[src/hdl/cdsm_pkg.sv]
`timescale 1ns / 1ps
// ----------------------------------------------------------------------------
// cdsm_pkg
// Shared types and constants for the concentric disk sample mapper.
// ----------------------------------------------------------------------------
package cdsm_pkg;

  localparam int ANG_W        = 32;
  localparam int QUO_W        = 30;
  localparam int CORDIC_ITERS = 30;
  localparam int GUARD_BITS   = 16;

  localparam logic [ANG_W-1:0] EIGHTH_TURN = 32'h2000_0000;
  localparam logic [31:0]      CORDIC_GAIN = 32'd2608131496;

  typedef enum logic [1:0] {
    WEDGE_EAST  = 2'd0,
    WEDGE_NORTH = 2'd1,
    WEDGE_WEST  = 2'd2,
    WEDGE_SOUTH = 2'd3
  } wedge_e;

  typedef struct packed {
    wedge_e wedge;
    logic   neg;     // ratio sign (num/den negative)
    logic   origin;  // a == b == 0
  } wedge_ctl_t;

  // arctan(2^-i) as a fraction of a full turn, 2^32 per turn
  function automatic logic [31:0] atan_turn(input int i);
    logic [31:0] t;
    case (i)
      0: t = 32'd536870912;   1: t = 32'd316933406;   2: t = 32'd167458907;
      3: t = 32'd85004756;    4: t = 32'd42667331;    5: t = 32'd21354465;
      6: t = 32'd10679838;    7: t = 32'd5340245;     8: t = 32'd2670163;
      9: t = 32'd1335087;    10: t = 32'd667544;     11: t = 32'd333772;
      12: t = 32'd166886;    13: t = 32'd83443;      14: t = 32'd41722;
      15: t = 32'd20861;     16: t = 32'd10430;      17: t = 32'd5215;
      18: t = 32'd2608;      19: t = 32'd1304;       20: t = 32'd652;
      21: t = 32'd326;       22: t = 32'd163;        23: t = 32'd81;
      24: t = 32'd41;        25: t = 32'd20;         26: t = 32'd10;
      27: t = 32'd5;         28: t = 32'd3;          29: t = 32'd1;
      default: t = 32'd0;
    endcase
    return t;
  endfunction

endpackage

[src/hdl/cdsm_div.sv]
`timescale 1ns / 1ps
// ----------------------------------------------------------------------------
// cdsm_div
// Restoring divider, one quotient bit per stage:
// q = floor((n * 2^30 + d) / (2 * d)).
// ----------------------------------------------------------------------------
module cdsm_div import cdsm_pkg::*; #(
  parameter int FRAC_BITS = 16
) (
  input  logic                 clk_i,
  input  logic                 rst_ni,
  input  logic                 en_i,
  input  logic                 valid_i,
  input  logic [FRAC_BITS:0]   r_i,
  input  logic [FRAC_BITS:0]   n_i,
  input  logic [FRAC_BITS:0]   d_i,
  input  wedge_ctl_t           ctl_i,
  output logic                 valid_o,
  output logic [FRAC_BITS:0]   r_o,
  output logic [QUO_W-1:0]     q_o,
  output wedge_ctl_t           ctl_o
);

  localparam int RW = FRAC_BITS + 2;

  logic [RW-1:0]        rem0, den0;
  logic [QUO_W-1:0]     lo0;

  logic                 valid_q [QUO_W];
  logic [RW-1:0]        rem_q   [QUO_W];
  logic [RW-1:0]        den_q   [QUO_W];
  logic [QUO_W-1:0]     lo_q    [QUO_W];
  logic [QUO_W-1:0]     quo_q   [QUO_W];
  logic [FRAC_BITS:0]   r_q     [QUO_W];
  wedge_ctl_t           ctl_q   [QUO_W];

  // numerator high part is n + (d >> 30), low 30 bits are d
  assign rem0 = RW'(n_i) + RW'(d_i >> QUO_W);
  assign den0 = {d_i, 1'b0};
  assign lo0  = QUO_W'(d_i);

  for (genvar s = 0; s < QUO_W; s++) begin : g_stage
    logic [RW-1:0]    rem_in, den_in, rem_d;
    logic [QUO_W-1:0] lo_in, quo_in;
    logic [RW:0]      shifted;
    logic             ge;
    logic             vin;
    logic [FRAC_BITS:0] rin;
    wedge_ctl_t       cin;

    if (s == 0) begin : g_first
      assign vin = valid_i; assign rem_in = rem0; assign den_in = den0;
      assign lo_in = lo0;   assign quo_in = '0;   assign rin = r_i;
      assign cin = ctl_i;
    end else begin : g_next
      assign vin = valid_q[s-1]; assign rem_in = rem_q[s-1];
      assign den_in = den_q[s-1]; assign lo_in = lo_q[s-1];
      assign quo_in = quo_q[s-1]; assign rin = r_q[s-1];
      assign cin = ctl_q[s-1];
    end

    always_comb begin
      shifted = {rem_in, lo_in[QUO_W-1-s]};
      ge      = shifted >= {1'b0, den_in};
      rem_d   = ge ? RW'(shifted - {1'b0, den_in}) : RW'(shifted);
    end

    always_ff @(posedge clk_i or negedge rst_ni) begin
      if (!rst_ni) begin
        valid_q[s] <= 1'b0;
      end else if (en_i) begin
        valid_q[s] <= vin;
      end
    end

    always_ff @(posedge clk_i) begin
      if (en_i) begin
        rem_q[s] <= rem_d;
        den_q[s] <= den_in;
        lo_q[s]  <= lo_in;
        quo_q[s] <= {quo_in[QUO_W-2:0], ge};
        r_q[s]   <= rin;
        ctl_q[s] <= cin;
      end
    end
  end

  assign valid_o = valid_q[QUO_W-1];
  assign r_o     = r_q[QUO_W-1];
  assign q_o     = quo_q[QUO_W-1];
  assign ctl_o   = ctl_q[QUO_W-1];

endmodule

[config.mk]
export PLATFORM = sky130hd
export DESIGN_NAME = cdsm_div
export DESIGN_NICKNAME = d
export VERILOG_FILES = /design/src/hdl/cdsm_pkg.sv /design/src/hdl/cdsm_div.sv
export SDC_FILE = /design/constraint.sdc
export NUM_CORES = 2
export LEC_CHECK = 0
export BUFFER_PORTS_ARGS = -buffer_cell sky130_fd_sc_hd__buf_2
export CAP_MARGIN = 40
export CORE_MARGIN = 2
export CORE_UTILIZATION = 50
export DETAILED_ROUTE_END_ITERATION = 10
export PLACE_DENSITY = 0.73
export SETUP_SLACK_MARGIN = 0.1
export SKIP_LAST_GASP = 1
export SYNTH_ARGS = -nofsm -noshare
export SYNTH_HDL_FRONTEND = slang
export SYNTH_SLANG_ARGS = --single-unit
export TNS_END_PERCENT = 1
[constraint.sdc]
create_clock -name clk_i -period 5.6 [get_ports clk_i]
set_clock_uncertainty 0.1 [all_clocks]
set_input_delay 1.4 -clock clk_i [delete_from_list [all_inputs] [get_ports clk_i]]
set_output_delay 1.4 -clock clk_i [all_outputs]
set_load 0.02 [all_outputs]
## Yosys cells after proc, flatten, opt, wreduce, memory -nomap -nowiden

Memory sizes are Yosys's and may differ from the RTL's.
Index checks and enable logic that the tools add are counted.

- Add/subtract/negate cells: 30
- Order comparisons: 30
- Mux-type cells: 32

Operators by type and width:

| cell | count |
|---|---|
| greater-or-equal comparator 19 x 18 -> 1 bit | 29 |
| two-way mux 18 bit | 30 |
| subtractor 18 bit | 30 |
| greater-or-equal comparator 18 bit | 1 |
| two-way mux 1 bit | 2 |

- Flip-flop bits (word level): 30
- RAM bits: 3510
- Memories kept: 6

Memory list:

| memory | words | bits a word | rd ports | clocked after memory_dff | write ports | line | RTL |
|---|---|---|---|---|---|---|---|
| lo_q | 30 | 30 | 29 | 0 | 30 | cdsm_div.sv:32 | `logic [QUO_W-1:0] lo_q [QUO_W];` |
| quo_q | 30 | 30 | 30 | 0 | 30 | cdsm_div.sv:33 | `logic [QUO_W-1:0] quo_q [QUO_W];` |
| den_q | 30 | 18 | 29 | 0 | 30 | cdsm_div.sv:31 | `logic [RW-1:0] den_q [QUO_W];` |
| rem_q | 30 | 18 | 29 | 0 | 30 | cdsm_div.sv:30 | `logic [RW-1:0] rem_q [QUO_W];` |
| r_q | 30 | 17 | 30 | 0 | 30 | cdsm_div.sv:34 | `logic [FRAC_BITS:0] r_q [QUO_W];` |
| ctl_q | 30 | 4 | 30 | 0 | 30 | cdsm_div.sv:35 | `wedge_ctl_t ctl_q [QUO_W];` |

## Depth between registers and ports, before layout

An unclocked memory read counts as a cell.

- Depth after elaboration: 3
- Gate-level depth with buffers: 14
- Depth with buffers taken out: 12

## Worst setup path after synthesis

No wires, ideal clock.

- Kind: input port to flip-flop
- From: in d_i[1]
- To: mem rem_q[0][10] (netlist bit) (data pin)
- Library setup time: 260 ps
- Arrival: 3815 ps
- Required time: 5240 ps
- Path slack: 1425 ps
- Stages: 12
- Cells stage by stage: inv_1 > ha_1 > nor2b_1 > o21ai_0 > nand2b_1 > a21o_1 > a21o_1 > a21oi_1 > o21ai_0 > a21oi_2 > buf_2 > mux2_2

RTL lines:

| element | line | RTL |
|---|---|---|
| start: declaration | cdsm_div.sv:16 | `input logic [FRAC_BITS:0] d_i,` |
| end: declaration | cdsm_div.sv:30 |  |

==> flow_metrics.py <==
metrics = {
    "power": {
        "power_leakage_nw": 40.1,
        "power.density_nw_per_um2": 535,
        "peakVddDrop_v": 0.000283,
    },
    "worst_setup_path": {
        "cp-startpoint": "lo_q[18][0]",
        "arrival_ns": 4.68,
        "crit_fanout": 22,
        "r2r_cells": 10,
        "cp_cell_sequence": "ha_1, fa_1, nand2b_1, a21boi_0, o21a_1, a21oi_1, a311oi_1, a22o_1, a41o_1, mux2_2",
        "reg2reg_slack_ns": 1.40,
        "cp_slowest_stage_delay_ns": 0.73,
        "r2r-end": "rem_q[9][27]",
        "r2r-start": "lo_q[18][0]",
        "critPathKind": "register to register",
        "critPathSlowestCell": "a41o_1",
        "required_ns": 6.08,
        "crit_path_end_kind": "register",
        "critPathLaunchType": "register",
    },
    "timing": {
        "setup_viol": 0,
        "worst_hold_slack_ns": 0.285,
        "min_period_ns": 4.20,
        "relSlewSlack": 0.267,
        "tightest_slew_ns": 1.10,
        "setup_slack_ns": 1.40,
        "maxSlewViolCount": 0,
        "hold_viol_final": 0,
        "finalCritPeriodShare": 0.749,
        "setup_tns_ns": 0,
        "fmax_mhz": 238,
        "rsz0062_at_grt": "false",
    },
    "clock_tree": {
        "insertion_delay_ns": 0.86,
        "clk_pin_slew_ns": 0.06,
        "clock-sinks": 2111,
        "tritoncts": "built",
        "clock-root-buffer": "clkbuf_16",
        "clock_path_buffers": 3,
        "cts_hold_buf": 0,
        "h-tree-depth": 4,
        "cts-resized-gates": 0,
        "post_cts_buffers": 0,
        "cts_made_buffers": 214,
    },
    "route": {
        "drt_iter0_markers": 3566,
        "vias": 49800,
        "dr.pass1.iters": 6,
        "routed_wl_um": 160000,
        "wl_per_cell_um": 17.1,
        "drc": 0,
        "via_per_inst": 5.35,
        "drtAntennaViolNets": 0,
    },
    "logic_synthesis": {
        "muxShareOfSynthArea": 0.0323,
        "synth-main-ff-cell": "edfxtp_1",
        "synth_top_area_share": 0.676,
        "synth-simple-area-share": 0.0564,
        "ys_ff_latch": 2111,
        "synthArstFlopShare": 0.0142,
        "synth_area_per_cell_um2": 14.5,
        "synth-edff-count": 2081,
        "synth_fa_ha_area_frac": 0.0751,
        "synthCells": 6354,
        "syn-num-nets": 6950,
        "synth_xor_xnor_area_share": 0.0363,
        "synth-compound-area-share": 0.0860,
        "synth_top_family_by_area": "compound AO/OA/AOI/OAI gates",
        "synthTopCellsByArea": "edfxtp_1, ha_1, mux2_2",
        "yosys.area.top_type": "edfxtp_1",
        "ys.warnings.count": 0,
        "syn_area_um2": 92400,
        "ys_types": 85,
        "ys_seq_area_frac": 0.684,
    },
    "floorplanning": {
        "dieWidth_um": 434,
        "dieArea_um2": 188000,
        "initial_core_util": 0.504,
        "fp.dieH_um": 434,
        "coreArea_um2": 183000,
        "io_pins": 111,
        "rows": 157,
    },
    "status": {
        "status": "complete, no violations",
    },
    "global_routing": {
        "grt_pass1_wl_um": 259000,
        "antenna_found_initial": 4,
        "grt_max_degree": 168,
        "use_met3": 0.0285,
        "grtUsageTotal": 0.171,
        "grt_pass1_vias": 49500,
        "use_met2": 0.274,
        "met1_usage": 0.238,
        "grt-busiest-layer": "met2",
        "grt-ovfl-total": 0,
    },
    "worst_hold_path": {
        "hold_path_end": "r_q[0][222]",
        "holdPathStages": 0,
        "holdCritStartpoint": "r_q[0][205]",
        "min_path_type": "register to register",
    },
    "layout": {
        "drive_above_1_share": 0.116,
        "final_cell_mix": "edfxtp_1, inv_1, ha_1, a21oi_1, o21ai_0",
        "area_growth_pct": 12.1,
        "antenna_cells": 0,
        "instances_no_fill": 9313,
        "layout_commonest_cell": "edfxtp_1",
        "multi_input_area_um2": 26500,
        "fill_cells": 14200,
        "fin_nets": 7261,
        "final-seq-area_um2": 63200,
    },
    "placement": {
        "dp_hpwl_um": 109000,
        "io_buffers": 110,
        "pre_cts_ws_ns": 1.16,
        "routabilityCongestion": 0.876,
        "placedCellCount": 8913,
    },
    "flow_run": {
        "max_cap_violations": 0,
    },
}
==> layout make-up <==
type / instances / area share
clock buffers: 258 / 0.0540
multi-input cells: 3531 / 0.255
clock inverters: 142 / 0.0146
repair buffers: 178 / 0.0131
inverters: 629 / 0.0228
well taps: 2464 / 0.0298
flip-flops and latches: 2111 / 0.610
==> cells in the mapped netlist, types with 10 or more instances <==
| cell type | instances |
|---|---|
| a31o_2 | 13 |
| nand2_1 | 305 |
| o21bai_1 | 33 |
| and2_1 | 10 |
| a21boi_0 | 29 |
| dfrtp_1 | 30 |
| nand4_1 | 58 |
| or2_2 | 19 |
| xnor2_1 | 240 |
| nor3_1 | 76 |
| nand3_1 | 57 |
| fa_1 | 29 |
| nor4_1 | 14 |
| a211o_1 | 19 |
| o31ai_1 | 24 |
| o211ai_1 | 19 |
| ha_1 | 508 |
| a41oi_1 | 11 |
| a211oi_1 | 29 |
| mux2i_1 | 18 |
| a21o_1 | 169 |
| clkbuf_1 | 60 |
| o31a_1 | 11 |
| mux2_2 | 240 |
| a21oi_1 | 365 |
| inv_1 | 628 |
| o21ai_0 | 311 |
| o2111ai_1 | 10 |
| xor2_1 | 143 |
| nor2b_1 | 87 |
| nor2_1 | 306 |
| and3_1 | 26 |
| a31oi_1 | 56 |
| edfxtp_1 | 2081 |
| or3_1 | 18 |
| o21a_1 | 57 |
| nand2b_1 | 63 |
| and4_1 | 20 |
==> worst max-delay path by stage <==
stage / end / cells past startpoint
after CTS: rem_q[9][34] / 10
after global routing: rem_q[9][24] / 10
after global placement: rem_q[0][9] / 13
after detailed placement: rem_q[0][9] / 13
after floorplan: rem_q[0][10] / 12
final: rem_q[9][27] / 10
==> registers in the layout, summed over array words and instances, names as in the netlist <==
name         cells
r_q            510
rem_q          509
quo_q          465
lo_q           390
ctl_q          120
den_q           87
g_stage.vin     29
valid_o          1
==> worst max-delay path, delay by kind of cell (launching register included) <==
family | cells | cell delay, ns
fa+ha+maj | 2 | 0.65
flops | 1 | 0.42
mux | 1 | 0.42
simple gates | 1 | 0.15
compound gates | 6 | 2.19
==> power by group <==
part           switching [mW]  internal (mW)  total, mW
clock                    6.03           8.06       14.1
combinational            9.82           8.42       18.2
sequential               1.58           21.5       23.1
total                    17.4           38.0       55.4
==> cells by family (layout without fill, tap and decap cells) <==
kind of cell             after synthesis  after routing
AO/OA/AOI/OAI                       1258           1258
adder cells (fa/ha/maj)              537            537
flip-flops                          2111           2111
XOR/XNOR                             383            383
AND/OR/NAND/NOR                     1088           1088
multiplexers                         265            265
buffers and inverters                712           1207
==> layer usage <==
metal | wire, um | share of wire | vias to the layer above
met2 | 74500 | 0.47 | 1156
met5 | 36 | 0.00023 | -
met1 | 73400 | 0.46 | 24100
met3 | 7180 | 0.045 | 312
li1 | - | - | 24300
met4 | 4470 | 0.028 | 6
==> stage by stage <==
| stage | instance area [um2] | power, mW | utilization |
|---|---|---|---|
| 2_1_floorplan | 92400 | 36.8 | - |
| 3_3_place_gp | 96300 | 40.5 | 0.525 |
| 3_5_place_dp | 96500 | 41.3 | 0.527 |
| 4_1_cts | 104000 | 55.8 | 0.565 |
| 5_1_grt | 104000 | 58.9 | 0.565 |
| 6_report | 104000 | 55.4 | 0.565 |
No activity file was read; power rests on OpenSTA's default activity.
