<file path="config.mk">
export PLATFORM = sky130hd
export DESIGN_NAME = cdsm_front
export DESIGN_NICKNAME = d
export VERILOG_FILES = /design/src/hdl/cdsm_pkg.sv /design/src/hdl/cdsm_front.sv
export SDC_FILE = /design/constraint.sdc
export NUM_CORES = 1
export LEC_CHECK = 0
export ABC_AREA = 1
export BUFFER_PORTS_ARGS = -buffer_cell sky130_fd_sc_hd__buf_4
export CELL_PAD_IN_SITES_DETAIL_PLACEMENT = 2
export CELL_PAD_IN_SITES_GLOBAL_PLACEMENT = 2
export CORE_ASPECT_RATIO = 1.1
export CORE_MARGIN = 5
export CORE_UTILIZATION = 25
export DETAILED_ROUTE_END_ITERATION = 10
export MAX_ROUTING_LAYER = met4
export PLACE_DENSITY = 0.73
export SLEW_MARGIN = 20
export SYNTH_ARGS = -nofsm -noshare
export SYNTH_HDL_FRONTEND = slang
export SYNTH_SLANG_ARGS = --single-unit
</file>
<file path="constraint.sdc">
create_clock -name clk_i -period 0.8 [get_ports clk_i]
set_clock_uncertainty 0.05 [all_clocks]
set_input_delay 0.08 -clock clk_i [delete_from_list [all_inputs] [get_ports clk_i]]
set_output_delay 0.08 -clock clk_i [all_outputs]
set_load 0.03 [all_outputs]
</file>
<file path="src/hdl/cdsm_pkg.sv">
`timescale 1ns / 1ps
// ----------------------------------------------------------------------------
// cdsm_pkg
// Shared types and constants for the concentric disk sample mapper.
// ----------------------------------------------------------------------------
package cdsm_pkg;

  localparam int ANG_W        = 32;
  localparam int QUO_W        = 30;
  localparam int CORDIC_ITERS = 30;
  localparam int GUARD_BITS   = 16;

  localparam logic [ANG_W-1:0] EIGHTH_TURN = 32'h2000_0000;
  localparam logic [31:0]      CORDIC_GAIN = 32'd2608131496;

  typedef enum logic [1:0] {
    WEDGE_EAST  = 2'd0,
    WEDGE_NORTH = 2'd1,
    WEDGE_WEST  = 2'd2,
    WEDGE_SOUTH = 2'd3
  } wedge_e;

  typedef struct packed {
    wedge_e wedge;
    logic   neg;     // ratio sign (num/den negative)
    logic   origin;  // a == b == 0
  } wedge_ctl_t;

  // arctan(2^-i) as a fraction of a full turn, 2^32 per turn
  function automatic logic [31:0] atan_turn(input int i);
    logic [31:0] t;
    case (i)
      0: t = 32'd536870912;   1: t = 32'd316933406;   2: t = 32'd167458907;
      3: t = 32'd85004756;    4: t = 32'd42667331;    5: t = 32'd21354465;
      6: t = 32'd10679838;    7: t = 32'd5340245;     8: t = 32'd2670163;
      9: t = 32'd1335087;    10: t = 32'd667544;     11: t = 32'd333772;
      12: t = 32'd166886;    13: t = 32'd83443;      14: t = 32'd41722;
      15: t = 32'd20861;     16: t = 32'd10430;      17: t = 32'd5215;
      18: t = 32'd2608;      19: t = 32'd1304;       20: t = 32'd652;
      21: t = 32'd326;       22: t = 32'd163;        23: t = 32'd81;
      24: t = 32'd41;        25: t = 32'd20;         26: t = 32'd10;
      27: t = 32'd5;         28: t = 32'd3;          29: t = 32'd1;
      default: t = 32'd0;
    endcase
    return t;
  endfunction

endpackage

</file>
<file path="src/hdl/cdsm_front.sv">
`timescale 1ns / 1ps
// ----------------------------------------------------------------------------
// cdsm_front
// Centers the samples, picks the wedge and registers radius and ratio operands.
// ----------------------------------------------------------------------------
module cdsm_front import cdsm_pkg::*; #(
  parameter int FRAC_BITS = 16
) (
  input  logic                 clk_i,
  input  logic                 rst_ni,
  input  logic                 en_i,
  input  logic                 valid_i,
  input  logic [FRAC_BITS-1:0] u_i,
  input  logic [FRAC_BITS-1:0] v_i,
  output logic                 valid_o,
  output logic [FRAC_BITS:0]   r_o,
  output logic [FRAC_BITS:0]   n_o,
  output logic [FRAC_BITS:0]   d_o,
  output wedge_ctl_t           ctl_o
);

  localparam int CW = FRAC_BITS + 2;
  localparam logic signed [CW-1:0] ONE = CW'(1) << FRAC_BITS;

  logic signed [CW-1:0] a, b, na, nb, num, den, rr;
  logic                 valid_q;
  logic [FRAC_BITS:0]   r_q, n_q, d_q, n_d, d_d;
  wedge_ctl_t           ctl_q, ctl_d;

  always_comb begin
    a  = $signed({1'b0, u_i, 1'b0}) - ONE;
    b  = $signed({1'b0, v_i, 1'b0}) - ONE;
    na = -a;
    nb = -b;
    ctl_d.origin = 1'b0;
    if (a > nb) begin
      if (a > b) begin
        ctl_d.wedge = WEDGE_EAST;  rr = a;  num = b; den = a;
      end else begin
        ctl_d.wedge = WEDGE_NORTH; rr = b;  num = a; den = b;
      end
    end else begin
      if (a < b) begin
        ctl_d.wedge = WEDGE_WEST;  rr = na; num = b; den = a;
      end else begin
        ctl_d.wedge = WEDGE_SOUTH; rr = nb; num = a; den = b;
        ctl_d.origin = (b == '0);
      end
    end
    ctl_d.neg = num[CW-1] ^ den[CW-1];
    n_d = num[CW-1] ? (FRAC_BITS+1)'(-num) : (FRAC_BITS+1)'(num);
    d_d = den[CW-1] ? (FRAC_BITS+1)'(-den) : (FRAC_BITS+1)'(den);
    if (ctl_d.origin) begin
      d_d = (FRAC_BITS+1)'(1);
    end
  end

  always_ff @(posedge clk_i or negedge rst_ni) begin
    if (!rst_ni) begin
      valid_q <= 1'b0;
    end else if (en_i) begin
      valid_q <= valid_i;
    end
  end

  always_ff @(posedge clk_i) begin
    if (en_i) begin
      r_q   <= (FRAC_BITS+1)'(rr);
      n_q   <= n_d;
      d_q   <= d_d;
      ctl_q <= ctl_d;
    end
  end

  assign valid_o = valid_q;
  assign r_o     = r_q;
  assign n_o     = n_q;
  assign d_o     = d_q;
  assign ctl_o   = ctl_q;

endmodule

</file>
Word level (Yosys, flattened, before mapping)
Cells that the tools add are included.
{"block": "totals", "ff_bits": 56, "inputBits": 36, "output_inout_bits": 56, "word_cells": 33}
{"block": "classes", "addsub": 6, "magnitude_cmp": 3, "muxes": 15, "n_bitwise": 1, "reduce_logical": 1}
{"op": "$mux 18", "n": 6}
{"op": "$mux 17", "n": 4}
{"op": "$neg 17->17", "n": 3}
{"op": "$gt 18x18->1", "n": 2}
{"op": "$sub 17x17->18 const B", "n": 2}
{"op": "$logic_not 18->1", "n": 1}
{"op": "$lt 18x18->1", "n": 1}
{"op": "$neg 18->18", "n": 1}
{"op": "$mux 1", "n": 4}
{"op": "$mux 2", "n": 1}
{"op": "$xor 1x1->1", "n": 1}

Depth between registers and ports, before layout
Gate-level depths: netlist (run 1).
{"block": "logic_depth", "word_depth": 6, "depth_mapped": 35, "mapped_depth_nobuf": 34}

Least setup slack after synthesis (run 1)
No wires, ideal clock.
{"block": "synth_path", "path_type": "input port to flip-flop", "startpoint": "input v_i[0]", "endpoint": "register d_q[13], in the netlist d_o[13] (data pin)", "setup_time_ns": 0.253, "arrival_ns": 3.599, "required_ns": 0.497, "setup_slack_ns": -3.102, "cell_stages": 31, "path_buffers": 1, "path_cell_list": "inv_1 > ha_1 > nand3_1 > nor3_1 > nand2_1 > nor2_1 > nand4_1 > nor2_1 > nand4_1 > nor2_1 > ha_1 > inv_1 > ha_1 > a21oi_1 > nand2_1 > a21oi_1 > nand3_1 > nand2_1 > nand2_1 > nor2_2 > buf_2 > nand2_1 > nand2_2 > ha_1 > inv_1 > nor2_2 > nand3_2 > nand2_2 > nand3_1 > nor2_1 > nor2_1"}
{"block": "synth_via", "elab_chain_cells": 6, "elab_cells_between_ends": 13, "classes_between": "add/sub (3); order compare (3); mux (6); reduce/logical (1)"}
{"element": "start: declaration", "line": "cdsm_front.sv:14", "rtl": "input logic [FRAC_BITS-1:0] v_i,"}
{"element": "$sub 17x17->18 (*)", "line": "cdsm_front.sv:32", "rtl": "b = $signed({1'b0, v_i, 1'b0}) - ONE;"}
{"element": "$neg 18->18, or another cell as far along", "line": "cdsm_front.sv:34", "rtl": "nb = -b;"}
{"element": "$gt 18x18->1, or another cell as far along", "line": "cdsm_front.sv:36", "rtl": "if (a > nb) begin"}
{"element": "$mux 18", "line": "cdsm_front.sv:36"}
{"element": "$neg 17->17", "line": "cdsm_front.sv:52", "rtl": "d_d = den[CW-1] ? (FRAC_BITS+1)'(-den) : (FRAC_BITS+1)'(den);"}
{"element": "$mux 17", "line": "cdsm_front.sv:52"}
{"element": "end signal: assignment", "line": "cdsm_front.sv:70", "rtl": "d_q <= d_d;"}
{"element": "end: declaration", "line": "cdsm_front.sv:27", "rtl": "logic [FRAC_BITS:0] r_q, n_q, d_q, n_d, d_d;"}
Mark *: on every way between the ends. The rest lies on a longest branch, timed or not.
A chain may end at the register's enable or synchronous reset.

Worst setup path after layout (run 1)
{"block": "layout_path", "startpoint": "input v_i[1]", "endpoint": "register d_q[9], in the netlist d_o[9] (data pin)"}
Same word-level chain as after synthesis.

==> out/qor.yml, run 1 <==
status:
  outcome: "complete, but fails checks"
  violations: "negative hold slack, negative setup slack"
routing:
  remaining_drc_errors: 0
  drt-initial-drc-count: 324
  drt_pass1_iterations: 5
  dr_total_vias: 7382
  ant_nets: 0
  drt_wl_total_mm: 36.40
  routedWlPerCell_um: 25.74
  vias_per_cell: 5.221
timing:
  fmaxAchievable_ghz: 0.2244
  slew_viol_final: 0
  holdWs_ns: -0.04619
  fin_crit_sh: 5.571
  setup_tns_ns: -182.89
  fin_ws_ns: -3.657
  hold_viol_final: 1
  rsz0062_at_grt: "yes"
  finalSetupViolations: 107
  period_minus_slack_ns: 4.457
floorplanning:
  die_h_um: 166.8
  pin_count: 92
  rows: 57
  start_util: 0.2534
  die-width_um: 152.5
  fp.coreArea_um2: 22040
  dieArea_um2: 25430
power_and_ir_drop:
  intPower_uw: 11280
  pwr-share-seq: 0.204
  combPwrFrac: 0.675
  netSwitchingPower_uw: 10160
  ir_worst_vdd_mv: 1.068
  power.density_nw_per_um2: 2172
  swShare: 0.4738
  p_leak_uw: 0.004767
  clkPwrFrac: 0.121
synth:
  ys_ff_latch: 54
  netlist_area_um2: 5584
  yosys.cell_types.count: 44
  synth_ff_type: "edfxtp_1"
  syn-instance-count: 795
  async_reset_ff_frac: 0.01852
  seq_area_frac_synth: 0.2895
  synth_enable_flop_cells: 53
  syn_avg_cell_area_um2: 7.024
  ys_warn_count: 0
cells_and_area:
  area_growth_pct: 76.79
  regArea_um2: 1618
  multiInputGateArea_um2: 4273
  nets: 1191
  instances_no_fill: 1414
  fillers: 2432
  layout-drive-gt1-share: 0.4906
  diodes: 0
cts:
  cts_made_buffers: 5
  clockRootBuffer: "clkbuf_16"
  cts.path.max_buffers: 2
  cts.sinks: 54
  path_clk_slew_ns: 0.07
  hold_buffers: 1
  tritoncts: "done"
  insertion_delay_ns: 0.31
  htree_levels: 2
setup_path:
  regToRegSetupSlack_ns: -0.03
  cp.arrival_ns: 4.48
  setup.worst_path.start_class: "primary input"
  end_kind: "flip-flop"
  critical_path.most_common_cell: "nand3_1"
  crit_start: "v_i[1]"
  path_class: "in2reg"
  timing.rr.start: "valid_o"
  cp_data_required_time_ns: 0.82
  slowest_delay_ns: 0.35
  cp_max_fo: 8
  critPathSlowestCell: "ha_1"
placement:
  placed_cells: 1366
  place_ws_ns: -3.971
  dpl.hpwl_mm: 23.05
  place_congestion: 0.8716
  port_buffers: 89
global_routing:
  grt_max_degree: 26
  grt_util_met2: 0.4474
  gr-total-overflow: 0
  use_met1: 0.2719
  grt_first_pass_wirelength_mm: 46.72
  use_met3: 0.01972
  top_usage_layer: "met2"
  grt_pass1_vias: 8016
  antenna_found_initial: 0
  track_usage: 0.2403
min_path:
  min_from: "valid_i"
  hold_class: "in2reg"
run:
  drv_cap: 0
cells in the final DEF, fill, tap and decap left out, types with 3 or more instances in the layout:
master,synthesis,final
nor2_2,7,13
xor2_1,32,30
nor2_1,58,40
nand2_1,273,220
buf_6,8,75
nor2_4,2,14
a21oi_2,0,6
o21ai_4,1,3
nand3_1,73,52
ha_1,37,32
buf_12,0,14
nand4_1,14,14
o21ai_1,6,13
o211ai_1,7,7
edfxtp_1,53,53
buf_4,8,249
nor3_4,0,3
nand3_2,10,21
ha_4,0,5
nor3_1,9,6
nand3_4,1,11
nand2_2,15,41
inv_1,78,64
clkbuf_16,0,7
o221ai_2,0,11
inv_2,6,15
o21ai_0,24,13
a21oi_1,20,14
nand2_8,0,3
nand2_4,2,26
o21ai_2,3,5
layer usage:
layer / up-vias / wire, um
li1: 3275 / -
met1: 3752 / 14070
met2: 259 / 19470
met3: 96 / 1190
met4: 0 / 1665
met5: - / 0
repair_timing:
item,in CTS,in global routing
pin swaps,47,7
hold endpoints to repair,2,1
endpoints found under the setup margin,108,107
buffers inserted,24,14
resized for setup,168,53
cloned,2,2
final timing paths:
kind	cells after the start	endpoint
max in group asynchronous	2	valid_o
worst min register to register	1	valid_o
min in group asynchronous	2	valid_o
worst min-delay path	2	valid_o
worst max-delay path	28	d_o[9]
worst max register to register	1	valid_o
flip-flops by register name, summed over array words and instances (netlist names):
signal	cells
ctl_o	4
d_o	17
n_o	16
r_o	16
valid_o	1
logic make-up after synthesis:
logic type / Yosys count / share of synthesized area
AOI/OAI and AO/OA: 81 / 0.09389
xor gates and xnor gates: 32 / 0.05019
adders and majority gates: 37 / 0.08290
buffers and inverters: 115 / 0.09926
DFF: 54 / 0.2895
muxes: 1 / 0.002016
other: 1 / 0.0006715
and+or+nand+nor: 474 / 0.3816
metrics by stage:
step,total power [uW],area [um^2],utilization
after CTS,19760,9507,0.4314
after global placement,14690,8451,0.3835
after floorplan,10430,6020,-
after global routing,22350,9872,0.4480
after detailed placement,15310,8451,0.3835
final,21440,9872,0.4480
Yosys cell counts (2+ instances only):
library cell | n | area [um^2]
buf_2 | 8 | 40.04
inv_1 | 78 | 292.8
clkbuf_1 | 3 | 11.26
nand4_1 | 14 | 87.58
nand2_2 | 15 | 93.84
ha_1 | 37 | 462.9
nor2_4 | 2 | 22.52
nand2_1 | 273 | 1025
a21o_1 | 2 | 15.01
nor2_2 | 7 | 43.79
nor3_1 | 9 | 45.04
o211ai_1 | 7 | 52.55
nand2_4 | 2 | 22.52
buf_6 | 8 | 90.09
nand3_1 | 73 | 365.4
o21ai_0 | 24 | 120.1
nor3_2 | 2 | 20.02
xor2_1 | 32 | 280.3
clkinv_1 | 2 | 7.510
buf_4 | 8 | 60.06
inv_2 | 6 | 22.52
a21oi_1 | 20 | 100.1
o211ai_2 | 3 | 37.54
edfxtp_1 | 53 | 1592
o21ai_2 | 3 | 26.28
nor4_1 | 2 | 12.51
o221ai_1 | 12 | 105.1
nor4_2 | 2 | 25.02
nand3_2 | 10 | 100.1
buf_8 | 2 | 30.03
o21ai_1 | 6 | 30.03
nor2_1 | 58 | 217.7
worst max-delay path, delay by kind of cell:
kind	cells	cell delay, ns
AO/OA/AOI/OAI	2	0.38
XOR/XNOR	1	0.30
adder cells (fa/ha/maj)	2	0.50
buffers and inverters	5	0.67
AND/OR/NAND/NOR	18	2.53
cell type report:
class,count,area share
Multi-Input combinational cell,627,0.4328
Timing Repair Buffer,344,0.3142
Sequential cell,54,0.1639
Tap cell,295,0.03739
Inverter,86,0.03599
Clock buffer,6,0.01407
Clock inverter,2,0.001648
power groups by stage:
stage          Combinational, uW  Sequential, uW  Clock [uW]
2_1_floorplan               4890            5550           0
3_3_place_gp               10400            4250           0
3_5_place_dp               11000            4320           0
4_1_cts                    12800            4390        2590
5_1_grt                    15100            4430        2780
6_report                   14500            4370        2600
Note: power is estimated with default switching activity, not from simulation.
==> inputs of run 2 (changes only) <==
- PLACE_DENSITY: 0.73 -> default
- PLACE_DENSITY_LB_ADDON: default -> 0.25
==> out/qor.yml, run 2 (synthesized netlist as in run 1, its figures left out) <==
global_routing:
  gr-total-overflow: 0
  antenna_found_initial: 0
  grt_max_degree: 40
  grt_first_pass_wirelength_mm: 51.47
  track_usage: 0.2643
  grt_pass1_vias: 8400
cells_and_area:
  largest_reg_flops: 17
  area_growth_pct: 85.82
  layout-drive-gt1-share: 0.5283
  final_common_cell: "buf_4"
  nets: 1221
  postLayoutCoreUtil: 0.4708
  layout_common_cells: "buf_4 (271), nand2_1 (213), buf_6 (82)"
  diodes: 0
power_and_ir_drop:
  power.density_nw_per_um2: 2157
  p_leak_uw: 0.004977
  ir_worst_vdd_mv: 0.9732
cts:
  hold_buffers: 1
  clockRootBuffer: "clkbuf_16"
  insertion_delay_ns: 0.31
  htree_levels: 2
  cts.sinks: 54
  cts_made_buffers: 5
  tritoncts: "done"
  cts.path.max_buffers: 2
  path_clk_slew_ns: 0.08
timing:
  fin_ws_ns: -3.945
  period_minus_slack_ns: 4.745
  holdWs_ns: -0.04485
  slew_viol_final: 0
  slew_headroom: 0.6282
  setup_tns_ns: -196.32
  fin_crit_sh: 5.932
  rsz0062_at_grt: "yes"
  hold_viol_final: 1
  fmaxAchievable_ghz: 0.2107
  finalSetupViolations: 107
  tightest_slew_ns: 0.5539
routing:
  remaining_drc_errors: 0
  vias_per_cell: 5.343
  drt-initial-drc-count: 408
  routedWlPerCell_um: 27.51
  dr_total_vias: 7716
  ant_nets: 0
  drt_pass1_iterations: 5
  drt_wl_total_mm: 39.72
setup_path:
  cp_data_required_time_ns: 0.92
  cp_max_fo: 4
  cp.arrival_ns: 4.86
  path_class: "in2reg"
  end_kind: "flip-flop"
  slowest_delay_ns: 0.26
  setup.worst_path.start_class: "primary input"
  critPathSlowestCell: "ha_1"
placement:
  port_buffers: 89
  dpl.hpwl_mm: 21.66
  place_congestion: 0.9532
floorplanning:
  pin_count: 92
  dieArea_um2: 25430
  fp.coreArea_um2: 22040
  die_h_um: 166.8
  die-width_um: 152.5
  rows: 57
  start_util: 0.2534
status:
  violations: "negative hold slack, negative setup slack"
  outcome: "complete, but fails checks"
min_path:
  hold_class: "in2reg"
run:
  drv_cap: 0
-- run 2: cell count changes in the layout (fill, tap and decap cells not counted), moves of 4 or more --
| cell | change |
|---|---|
| nor2_2 | +8 |
| nor2_1 | -11 |
| nand3_1 | -4 |
| buf_6 | +7 |
| inv_4 | +4 |
| nand2_1 | -7 |
| a21oi_1 | -4 |
| nand2_4 | +4 |
| a21oi_2 | +4 |
| buf_4 | +22 |
| nand3_4 | +6 |
-- run 2: critical path, delay by kind of cell --
kind | cells | cell delay [ns]
AO/OA/AOI/OAI | 2 | 0.33
adder cells (fa/ha/maj) | 4 | 0.78
buffers and inverters | 7 | 0.69
AND/OR/NAND/NOR | 22 | 2.93
-- run 2: stage by stage --
step / std cells / cell area, um^2 / total power [uW] / setup WS [ns]
floorplan: 796 / 6020 / 10430 / -2.910
detailed placement: 1373 / 8516 / 15290 / -3.888
finish: 1444 / 10380 / 22390 / -3.945
global route: 1444 / 10380 / 23270 / -4.187
global placement: 1373 / 8516 / 14770 / -3.584
CTS: 1423 / 9789 / 19840 / -3.173
-- run 2: final cells by class --
cell class	count	area, um^2
Clock buffer	6	138.9
Tap cell	295	369.1
Timing Repair Buffer	373	3333
Clock inverter	2	16.27
Sequential cell	54	1618
Inverter	86	369.1
Multi-Input combinational cell	627	4526
Fill cell	2427	11660
Timing Repair inverter	1	6.256
-- run 2: timing repair --
item | CTS | global route
endpoints found under the setup margin | 108 | 108
gates resized for setup | 189 | 105
cloned | 2 | 1
buffers inserted | 41 | 25
pin swaps | 53 | 57
hold endpoints to repair | 2 | 1
-- run 2: report_power, final --
part           switching, uW  leakage (uW)  internal (uW)  total [uW]
logic                   9080       0.00438           6360       15400
clock network           1300     0.0000735           1270        2570
registers                349      0.000528           4030        4380
total                  10700       0.00498          11700       22400
-- run 2: path summary, 6_finish.rpt --
check | from | to | slack, ns | cells past startpoint
worst max-delay path | v_i[1] | d_o[15] | -3.95 | 35
worst max register to register | valid_o | valid_o | -0.02 | 1
worst min-delay path | valid_i | valid_o | -0.04 | 2
max in group asynchronous | rst_ni | valid_o | 0.58 | 2
worst min register to register | valid_o | valid_o | 0.48 | 1
min in group asynchronous | rst_ni | valid_o | 0.03 | 2
-- run 2: per-layer routing --
layer	vias up	wire (um)	GRT usage
met5	-	0	-
met1	3928	14770	0.2982
met3	144	1812	0.02258
met2	295	20940	0.4971
met4	0	2195	0.07671
li1	3349	-	-
